### src/ffa_pkg.sv
`timescale 1ns / 1ps
package ffa_pkg;
  localparam int MAX_BLOCKS_DEF = 16;
  localparam int ID_BITS_DEF    = 32;
  localparam int COUNT_BITS_DEF = 16;

  localparam logic OP_RESERVE = 1'b0;
  localparam logic OP_RELEASE = 1'b1;

  typedef enum logic [1:0] {
    ST_DONE      = 2'd0,
    ST_FULL      = 2'd1,
    ST_EXHAUSTED = 2'd2,
    ST_NOT_FOUND = 2'd3
  } status_t;

  // broadcast from the controller to every cell
  typedef struct packed {
    logic shift_up;    // cells above pos take the left neighbor
    logic shift_down;  // cells at or above pos take the right neighbor
    logic load;        // cell at pos takes the new entry
  } cell_cmd_t;
endpackage

### src/ffa_cell.sv
`timescale 1ns / 1ps
// One table slot. Computes its own gap flag from its left neighbor's end and its match flag from the requested start.
module ffa_cell #(
  parameter int ID_BITS    = 32,
  parameter int COUNT_BITS = 16
) (
  input  logic                  clk,
  input  logic                  rst_n,
  input  ffa_pkg::cell_cmd_t    cmd,
  input  logic                  at_pos,     // this slot is the insert/remove point
  input  logic                  above_pos,  // this slot is above the point
  input  logic [ID_BITS-1:0]    new_start,
  input  logic [COUNT_BITS-1:0] new_len,
  input  logic                  lft_valid,
  input  logic [ID_BITS-1:0]    lft_start,
  input  logic [COUNT_BITS-1:0] lft_len,
  input  logic                  rgt_valid,
  input  logic [ID_BITS-1:0]    rgt_start,
  input  logic [COUNT_BITS-1:0] rgt_len,
  input  logic [ID_BITS-1:0]    cand_in,    // first free id after left neighbor
  input  logic [COUNT_BITS-1:0] req_cnt,
  input  logic [ID_BITS-1:0]    req_start,
  output logic                  valid_o,
  output logic [ID_BITS-1:0]    start_o,
  output logic [COUNT_BITS-1:0] len_o,
  output logic                  fit_o,
  output logic                  match_o,
  output logic [ID_BITS-1:0]    cand_o,
  output logic                  top_o
);
  import ffa_pkg::*;

  logic                  valid_r;
  logic [ID_BITS-1:0]    start_r;
  logic [COUNT_BITS-1:0] len_r;
  logic [ID_BITS:0]      end_x;

  always_ff @(posedge clk) begin
    if (!rst_n) begin
      valid_r <= 1'b0;
    end else if (cmd.load && at_pos) begin
      valid_r <= 1'b1;
    end else if (cmd.shift_up && above_pos) begin
      valid_r <= lft_valid;
    end else if (cmd.shift_down && (at_pos || above_pos)) begin
      valid_r <= rgt_valid;
    end
  end

  always_ff @(posedge clk) begin
    if (!rst_n) begin
      start_r <= '0;
      len_r   <= '0;
    end else if (cmd.load && at_pos) begin
      start_r <= new_start;
      len_r   <= new_len;
    end else if (cmd.shift_up && above_pos) begin
      start_r <= lft_start;
      len_r   <= lft_len;
    end else if (cmd.shift_down && (at_pos || above_pos)) begin
      start_r <= rgt_start;
      len_r   <= rgt_len;
    end
  end

  assign end_x   = {1'b0, start_r} + {{(ID_BITS+1-COUNT_BITS){1'b0}}, len_r};
  // gap from cand to start; cand is 0 after a top block so start >= cand holds
  assign fit_o   = valid_r && (start_r >= cand_in) &&
                   ((start_r - cand_in) >= {{(ID_BITS-COUNT_BITS){1'b0}}, req_cnt});
  assign match_o = valid_r && (start_r == req_start);
  assign top_o   = end_x[ID_BITS];
  assign cand_o  = end_x[ID_BITS-1:0];
  assign valid_o = valid_r;
  assign start_o = start_r;
  assign len_o   = len_r;
endmodule

### config.mk
export PLATFORM = sky130hd
export DESIGN_NAME = ffa_cell
export DESIGN_NICKNAME = d
export VERILOG_FILES = /design/src/ffa_pkg.sv /design/src/ffa_cell.sv
export SDC_FILE = /design/constraint.sdc
export NUM_CORES = 1
export LEC_CHECK = 0
export BUFFER_PORTS_ARGS = -buffer_cell sky130_fd_sc_hd__buf_2
export CORE_MARGIN = 8
export CORE_UTILIZATION = 48
export DETAILED_ROUTE_END_ITERATION = 6
export GPL_TIMING_DRIVEN = 0
export HOLD_SLACK_MARGIN = 0.06
export MAX_ROUTING_LAYER = met4
export PLACE_DENSITY = 0.85
export SLEW_MARGIN = 20
export SYNTH_ARGS = -nofsm -noshare
export SYNTH_HDL_FRONTEND = slang
export SYNTH_SLANG_ARGS = --single-unit
### constraint.sdc
create_clock -name clk -period 6.6 [get_ports clk]
set_clock_uncertainty 0.05 [all_clocks]
set_input_delay 1.32 -clock clk [delete_from_list [all_inputs] [get_ports clk]]
set_output_delay 1.32 -clock clk [all_outputs]
set_load 0.005 [all_outputs]
==> results of run 1 <==
-- synthesized netlist by cell type (8+ instances only) --
library cell and instances:
sky130_fd_sc_hd__xnor2_1 61, sky130_fd_sc_hd__nand2b_1 14, sky130_fd_sc_hd__nand3_1 65, sky130_fd_sc_hd__ha_1 64
sky130_fd_sc_hd__nor2b_1 52, sky130_fd_sc_hd__o21ai_0 25, sky130_fd_sc_hd__nor2_1 81, sky130_fd_sc_hd__nand4_1 20
sky130_fd_sc_hd__a311oi_1 50, sky130_fd_sc_hd__dfxtp_1 49, sky130_fd_sc_hd__xor2_1 21, sky130_fd_sc_hd__a21oi_1 96
sky130_fd_sc_hd__clkbuf_1 43, sky130_fd_sc_hd__a211o_1 9, sky130_fd_sc_hd__nor3_1 11, sky130_fd_sc_hd__a21o_1 20
sky130_fd_sc_hd__and3_1 8, sky130_fd_sc_hd__nand2_1 84, sky130_fd_sc_hd__inv_1 60
-- cell type report --
cell class                 instances  area, µm²  share of cell area (%)
timing repair buffer             319       1607                   18.89
tap                              176      220.2                   2.589
inverter                          60      225.2                   2.648
multi-input combinational        761       5126                   60.28
clock buffer                       7      142.6                   1.677
sequential                        49      980.9                   11.53
buffer                            50      190.2                   2.236
antenna                            5      12.51                  0.1471
-- routing by layer --
layer | track usage [%] | wire, µm | up-vias
met4 | 13.12 | 1115 | 0
met3 | 3.506 | 1911 | 77
li1 | - | - | 3960
met5 | - | 0 | -
met2 | 52.88 | 13820 | 437
met1 | 35.74 | 11220 | 3769
-- sequential cells by signal (all words and copies together), names as in the netlist --
| register | cells |
|---|---|
| start_o | 32 |
| len_o | 16 |
| valid_o | 1 |
-- cell usage in the layout, fill, tap and decap left out, types with 3 or more instances in the layout --
cell type                   instances
sky130_fd_sc_hd__nor2_1            81
sky130_fd_sc_hd__o21ai_1            4
sky130_fd_sc_hd__or2_2              6
sky130_fd_sc_hd__nand2_1           84
sky130_fd_sc_hd__nor2b_1           52
sky130_fd_sc_hd__nor3_1            11
sky130_fd_sc_hd__buf_4              4
sky130_fd_sc_hd__nor4_1             3
sky130_fd_sc_hd__o21ai_0           24
sky130_fd_sc_hd__and2_1             5
sky130_fd_sc_hd__diode_2            5
sky130_fd_sc_hd__clkbuf_16          5
sky130_fd_sc_hd__or3_1              4
sky130_fd_sc_hd__a211o_1            9
sky130_fd_sc_hd__and3_1             8
sky130_fd_sc_hd__buf_1              5
sky130_fd_sc_hd__dfxtp_1           49
sky130_fd_sc_hd__inv_1             60
sky130_fd_sc_hd__ha_1              63
sky130_fd_sc_hd__clkbuf_1          44
sky130_fd_sc_hd__xor2_1            21
sky130_fd_sc_hd__xnor2_1           61
sky130_fd_sc_hd__nand4_1           20
sky130_fd_sc_hd__a41oi_1            5
sky130_fd_sc_hd__a21oi_1           96
sky130_fd_sc_hd__a31oi_1            4
sky130_fd_sc_hd__o31ai_1            3
sky130_fd_sc_hd__o211ai_1           5
sky130_fd_sc_hd__nand2b_1          14
sky130_fd_sc_hd__nand3_1           65
sky130_fd_sc_hd__a211oi_1           6
sky130_fd_sc_hd__a21o_1            20
sky130_fd_sc_hd__a311oi_1          50
sky130_fd_sc_hd__buf_2            317
-- repair_timing --
item                                   CTS  global route
gates resized for setup                  0             5
endpoints found under the hold margin    0             0
buffers inserted                         0             4
setup endpoints to repair                0             1
-- path summary, 6_finish.rpt --
kind,from,endpoint,slack [ps]
worst max-delay path,cand_in[0],fit_o,230
worst min-delay path,len_o[14],len_o[14],500
worst max register to register,start_o[28],start_o[28],5500
worst min register to register,len_o[14],len_o[14],500
-- worst min-delay path, stage by stage (launching register included) --
cell,delay [ps]
sky130_fd_sc_hd__dfxtp_1,330
sky130_fd_sc_hd__a21oi_1,120
sky130_fd_sc_hd__nor2b_1,50
-- kinds of logic (layout without fill, tap and decap cells) --
group	Yosys count	count (layout)	synth area share (%)
and+or+nand+nor	361	361	27.46
AOI/OAI and AO/OA	250	250	26.69
buffers and inverters	110	436	6.402
xor gates and xnor gates	82	82	11.07
adders and majority gates	66	66	12.96
DFF	49	49	15.12
muxes	2	2	0.3085
other	0	5	0
-- power by group --
part | switching (mW) | total (mW) | internal (mW)
sequential | 0.0587 | 0.380 | 0.322
combinational | 0.375 | 0.686 | 0.311
clock | 0.106 | 0.255 | 0.149
total | 0.539 | 1.32 | 0.782
-- per-stage QoR --
| stage | hold slack [ps] | total power [mW] | utilization [%] | worst slack (ps) | area (µm²) |
|---|---|---|---|---|---|
| finish | 501.4 | 1.321 | 64.22 | 225.4 | 8504 |
| global route | 529.0 | 1.398 | 64.22 | 5.730 | 8504 |
| CTS | 500.6 | 1.303 | 63.64 | 47.22 | 8428 |
| detailed placement | 483.9 | 1.055 | 62.57 | 52.71 | 8285 |
| global placement | 475.4 | 1.044 | 62.57 | 156.9 | 8285 |
| floorplan | 473.6 | 0.7899 | - | 685.0 | 6489 |
==> summary by stage, run 1 <==
Pwr
Power spread over the standard cell area amounts to 155.4 nW/µm². The leakage power of the design is 4.333 nW. IR analysis of the VDD net gives a maximum drop of 0.1257 mV.

Clock network
For the worst-skew pair, the clock arrives at the later sink with an insertion delay of 290 ps. The number of buffers inserted for hold repair after clock tree synthesis is 0. TritonCTS built the clock tree. The maximum root-to-sink buffer count is 2.

Clock-pin slew was measured on the worst setup and hold paths at 60 ps. The H-tree generated during clock tree synthesis spans 2 levels. The buffer cell driving the clock tree root is sky130_fd_sc_hd__clkbuf_16. CTS saw 49 sinks. The number of clock buffers added by TritonCTS is 5.

Worst setup path
The critical path depth is 21. The logic depth of the worst register-to-register path is 3. The family with the most delay on the worst path is compound AO/OA/AOI/OAI gates. The required time at the endpoint of the critical path is 5230 ps.

The number of buffer and inverter stages on the critical path is 2. The largest driver fanout on the critical path is 3. For this design, the slowest cell found on the critical path is sky130_fd_sc_hd__fa_2. Traced cell by cell, the critical path runs through buf_2, ha_1, fa_2, nor2b_4, o31a_1, o21ai_1, nand2b_1, a31oi_2, o21bai_1, a21oi_1, xnor2_1, ha_1, a21o_1, a211o_1, nor3_1, a21oi_1, a221oi_2, nand4_1, nor4_2, a31oi_1, buf_2.

Data on the critical path arrives at its endpoint at 5000 ps. The critical path is of the input pin to primary output type. The kind of end point of the critical path is a primary output. The critical path's largest stage delay is 430 ps. The startpoint kind of the worst setup timing path is an input pin.

Routing
The final routed wire length divided by cell count is 19.67 µm. The pre-antenna-repair detailed-routing pass consisted of 5 iterations. The sum of routed wire length over all layers is 28070 µm. Once detail routing completed, the nets flagged for antenna violations numbered 0.

For this run, design rule violations remaining after detail routing come to 0. After detailed routing, the number of vias per cell comes to 5.776. The starting DRC count in detailed routing is 625. Across all layers, the routed design uses 8243 vias.

Placement
Once placement completed, the tool counted placed cells totaling 1411. The final weighted congestion in routability-driven placement is 0.9735. Port buffering added 315 buffers. The half-perimeter wire length after detailed placement is 23700 µm.

STA
The number of setup violations in the final report is 0. Setup total negative slack on the finished layout was measured at 0 ps. The share of the clock period used by the worst path after layout is 96.59%. At the pin with the least slew margin, the transition time is 599.6 ps. The worst slew slack as a fraction of its limit is 59.61%.

The total count of hold-check failures in the final report was 0. The shortest period the worst path allows is 6375 ps. The maximum operating frequency is 156.9 MHz. The number of slew-limit violations in the final report is 0. Setup repair after global routing left no endpoint under its margin.

Synthesis
Counting every net in the synthesized netlist gives 1219. The portion of the post-synthesis area used by sequential elements is 15.12%. The synthesis warning total is 0. The top cell type's share of synthesized area is 15.12%.

The largest area contributor in the netlist is sky130_fd_sc_hd__dfxtp_1. By area the synthesized netlist is led by sky130_fd_sc_hd__dfxtp_1 (15%), sky130_fd_sc_hd__ha_1 (12%), sky130_fd_sc_hd__xnor2_1 (8.2%). The number of enable flip-flop cells after synthesis is 0. The most instantiated flip-flop cell in the synthesis netlist is sky130_fd_sc_hd__dfxtp_1. For this run, asynchronously set or reset flops after synthesis account for 0%.

In this run, synthesis produced a sequential element count of 49. The number of different library cells in the post-synthesis netlist is 58. In this run the cell area of the synthesized design comes to 6489 µm².

The synthesized instance count is 920. Each instance of the synthesized netlist takes up on average 7.053 µm².

Final layout
The layout overhead on the synthesized area is 31.06%. The number of cells in the finished layout apart from fillers is 1427. The filler cell count in the final layout is 1243. The net total in the final layout is 1545. The post-route netlist has 28.17% of its cells at a drive strength greater than 1.

Global routing
The largest net degree at the start of global routing is 14. For this run, the total global-route usage over all layers was measured as 30.82%. The number of global-route vias before repair is 8045. The global-route wire length before repair is 42750 µm.

The initial antenna violation count is 5. For this run the aggregate overflow at the end of global routing stands at 0.

Floorplan
In this run the core area contains 42 standard-cell rows. Measured along the x axis, the die boundary spans 132.3 µm. The die covers 17490 µm². The core area is 13240 µm². The I/O pin count is 317. The effective utilization at floorplan is 49.00%. The vertical die dimension is 132.3 µm.

Status
The run finished with clean final reports.

Job
Across the run, the number of max-cap violations was 0.

Min path
The worst hold path belongs to the class register to register. The instance count along the most critical hold path is 2.
(Power assumes the default switching activity.)
==> run 2: changes to the inputs <==
- CORE_UTILIZATION: 48 -> 47
- PLACE_DENSITY: 0.85 -> 0.83
==> run 2 against run 1 <==
Hold slack gained 4.6 ps; setup slack lost 120 ps; critical path depth is the same; highest routed layer unchanged; cell count grew 0.42%; count of clock-buffer cells in the layout is the same; combinational power grew 2%; clock power grew 8.6%; die area grew 1.9%; flip-flop and latch count is the same; routed wire length grew 0.72%; largest power group unchanged.
==> summary by stage, run 2 (synthesized netlist as in run 1, its figures left out) <==
Final layout
The post-route cell area is 8562 µm² (was 8504 µm²). The layout overhead on the synthesized area is 31.95% (was 31.06%). The proportion of layout cells with a drive suffix above 1 is 28.69% (was 28.17%). Top library cells by usage in the layout, fill and taps aside: sky130_fd_sc_hd__buf_2 (316), sky130_fd_sc_hd__a21oi_1 (94), sky130_fd_sc_hd__nand2_1 (84) (was sky130_fd_sc_hd__buf_2 (317), sky130_fd_sc_hd__a21oi_1 (96), sky130_fd_sc_hd__nand2_1 (84)).

The leading cell type in the layout, fill and taps excluded is sky130_fd_sc_hd__buf_2 (unchanged). The share of the core filled with cells is 62.65% (was 64.22%). The net total in the final layout came to 1546 (was 1545).

The number of cells in the finished layout apart from fillers is 1433 (was 1427). The flip-flop count of the largest register, all copies and words added is 32 (unchanged).

Global routing
The total congestion overflow after global routing is 0 (unchanged). The routing usage on met1 is 35.37% (was 35.74%). The initial antenna violation count is 3 (was 5).

The fraction of met2 tracks used by global routing is 51.24% (was 52.88%). The total track usage is 30.53% (was 30.82%). The most heavily used metal layer in global routing is met2 (unchanged). The met3 layer usage reported by global route is 4.593% (was 3.506%). The number of global-route vias before repair is 7974 (was 8045). The largest net degree at the start of global routing is 16 (was 14). The global-route wire length before repair is 42510 µm (was 42750 µm).

Min path
The instance count along the most critical hold path is 2 (unchanged). The classification of the worst-slack hold path is register to register (unchanged).

Clock network
The number of buffers created by CTS is 5 (unchanged). The clock insertion delay at the later pin of the skew report is 290 ps (about the same). The clock edge transition at the registers on the reported setup and hold paths was 60 ps (about the same). The buffer cell driving the clock tree root is sky130_fd_sc_hd__clkbuf_16 (unchanged). The total number of clock tree sinks came to 49 (unchanged). The maximum root-to-sink buffer count came to 2 (unchanged). The clock tree from TritonCTS is yes (unchanged).

The deepest level of the CTS H-tree came to 2 (unchanged).

Routing
The number of optimization iterations in the first detailed-route pass is 5 (unchanged). The via density per instance is 5.731 (was 5.776). The number of vias after detailed routing is 8213 (was 8243). The sum of routed wire length over all layers is 28270 µm (was 28070 µm). The number of routed nets with antenna violations was 0 (unchanged). The starting DRC count in detailed routing came to 633 (was 625). The final routed wire length divided by cell count came to 19.73 µm (was 19.67 µm). The DRC violations left was 0 (unchanged).

STA
The worst slew slack as a fraction of its limit was 58.30% (was 59.61%). The number of setup violations in the final report is 0 (unchanged). The maximum operating frequency came to 154.0 MHz (was 156.9 MHz). The slew at the pin closest to its max-slew limit is 625.6 ps (was 599.6 ps). The setup TNS was 0 ps (unchanged). The number of slew-limit violations in the final report is 0 (unchanged). The total count of hold-check failures in the final report is 0 (unchanged). The share of the clock period used by the worst path after layout is 98.40% (was 96.59%). RSZ-0062 raised after global routing: true (was false).

The shortest period the worst path allows is 6494 ps (was 6375 ps).

Floorplan
The core area is 13670 µm² (was 13240 µm²). The I/O pin count came to 317 (unchanged). The effective utilization at floorplan is 47.48% (was 49.00%). The die footprint is 17820 µm² (was 17490 µm²).

The vertical die dimension is 133.5 µm (was 132.3 µm). The number of placement rows is 43 (was 42). The width of the die is 133.5 µm (was 132.3 µm).

Placement
The number of input and output port buffers inserted is 315 (unchanged). The placed instance count is 1415 (was 1411). The half-perimeter wire length after detailed placement came to 23760 µm (was 23700 µm). The placed standard-cell area was 8290 µm² (was 8285 µm²). The final weighted congestion in routability-driven placement is 0.9742 (was 0.9735).

Worst setup path
The largest driver fanout on the critical path was 3 (unchanged). The number of buffer and inverter stages on the critical path was 2 (unchanged). The class of the most critical setup path is input pin to primary output (unchanged). The critical path's largest stage delay came to 420 ps (was 430 ps). The cell with the largest stage delay on the worst path is sky130_fd_sc_hd__fa_2 (unchanged). The startpoint kind of the worst setup timing path is an input pin (unchanged). Cell-by-cell listing of the critical path: buf_6, ha_4, fa_2, nor2b_4, o31a_1, o21ai_1, nand2b_1, a31oi_2, o21bai_1, a21oi_1, xnor2_1, ha_1, a21o_1, a211o_1, nor3_2, a21oi_2, a221oi_2, nand4_1, nor4_2, a31oi_1, buf_2 (was buf_2, ha_1, fa_2, nor2b_4, o31a_1, o21ai_1, nand2b_1, a31oi_2, o21bai_1, a21oi_1, xnor2_1, ha_1, a21o_1, a211o_1, nor3_1, a21oi_1, a221oi_2, nand4_1, nor4_2, a31oi_1, buf_2). The critical path depth was 21 (unchanged).

The logic depth of the worst register-to-register path is 3 (unchanged). The required time at the endpoint of the critical path was 5230 ps (about the same). The family with the most delay on the worst path was compound AO/OA/AOI/OAI gates (unchanged). The data arrival time of the critical path is 5120 ps (was 5000 ps). The kind of end point of the critical path is a primary output (unchanged).

Pwr
The power density over the cells is 158.2 nW/µm² (was 155.4 nW/µm²). The leakage power of the design is 4.343 nW (was 4.333 nW). The maximum VDD drop is 0.09679 mV (was 0.1257 mV).

Job
The number of violations of the max-capacitance limit was 0 (unchanged).

Status
Status: finished, final reports clean (unchanged).
run 2: worst paths after layout:
kind | end | slack (ps) | start
max | fit_o | 110 | cand_in[0]
min | len_o[12] | 510 | len_o[12]
max reg2reg | start_o[28] | 5450 | start_o[28]
min reg2reg | len_o[12] | 510 | len_o[12]
run 2: report_power, final:
group	internal (mW)	switching, mW
logic	0.317	0.379
registers	0.322	0.0597
clock network	0.163	0.114
run 2: area by class of cell:
cell class | instances | area [µm²]
multi-input combinational | 761 | 5146
fill | 1320 | 5104
timing repair buffer | 320 | 1620
sequential | 49 | 980.9
inverter | 60 | 225.2
tap | 180 | 225.2
buffer | 50 | 190.2
clock buffer | 7 | 152.6
antenna | 5 | 12.51
clock inverter | 1 | 8.758
run 2: metrics by stage:
stage / hold slack (ps) / setup slack [ps] / total power, mW
after floorplan: 473.6 / 685.0 / 0.7899
after CTS: 493.2 / 51.06 / 1.329
after global placement: 471.8 / 118.1 / 1.045
final: 506.0 / 105.7 / 1.355
after detailed placement: 485.4 / 5.572 / 1.057
after global routing: 533.2 / -71.47 / 1.440
run 2: what timing repair did:
action / in CTS / in global routing
setup endpoints to repair: 1 / 1
hold buffers: 0 / 0
setup buffers: 0 / 5
endpoints found under the hold margin: 0 / 0
resized for setup: 1 / 11
pin swaps: 3 / 19
run 2: layer usage:
| layer | wire length [µm] | part of all wire (%) |
|---|---|---|
| met1 | 11370 | 40 |
| met2 | 13700 | 48 |
| met3 | 2022 | 7.2 |
| met4 | 1179 | 4.2 |
| met5 | 0 | 0 |
run 2: worst min-delay path, delay by kind of cell, from the launching register on:
kind            cells  cell delay, ps
flops               1             330
compound gates      1             130
simple gates        1              50
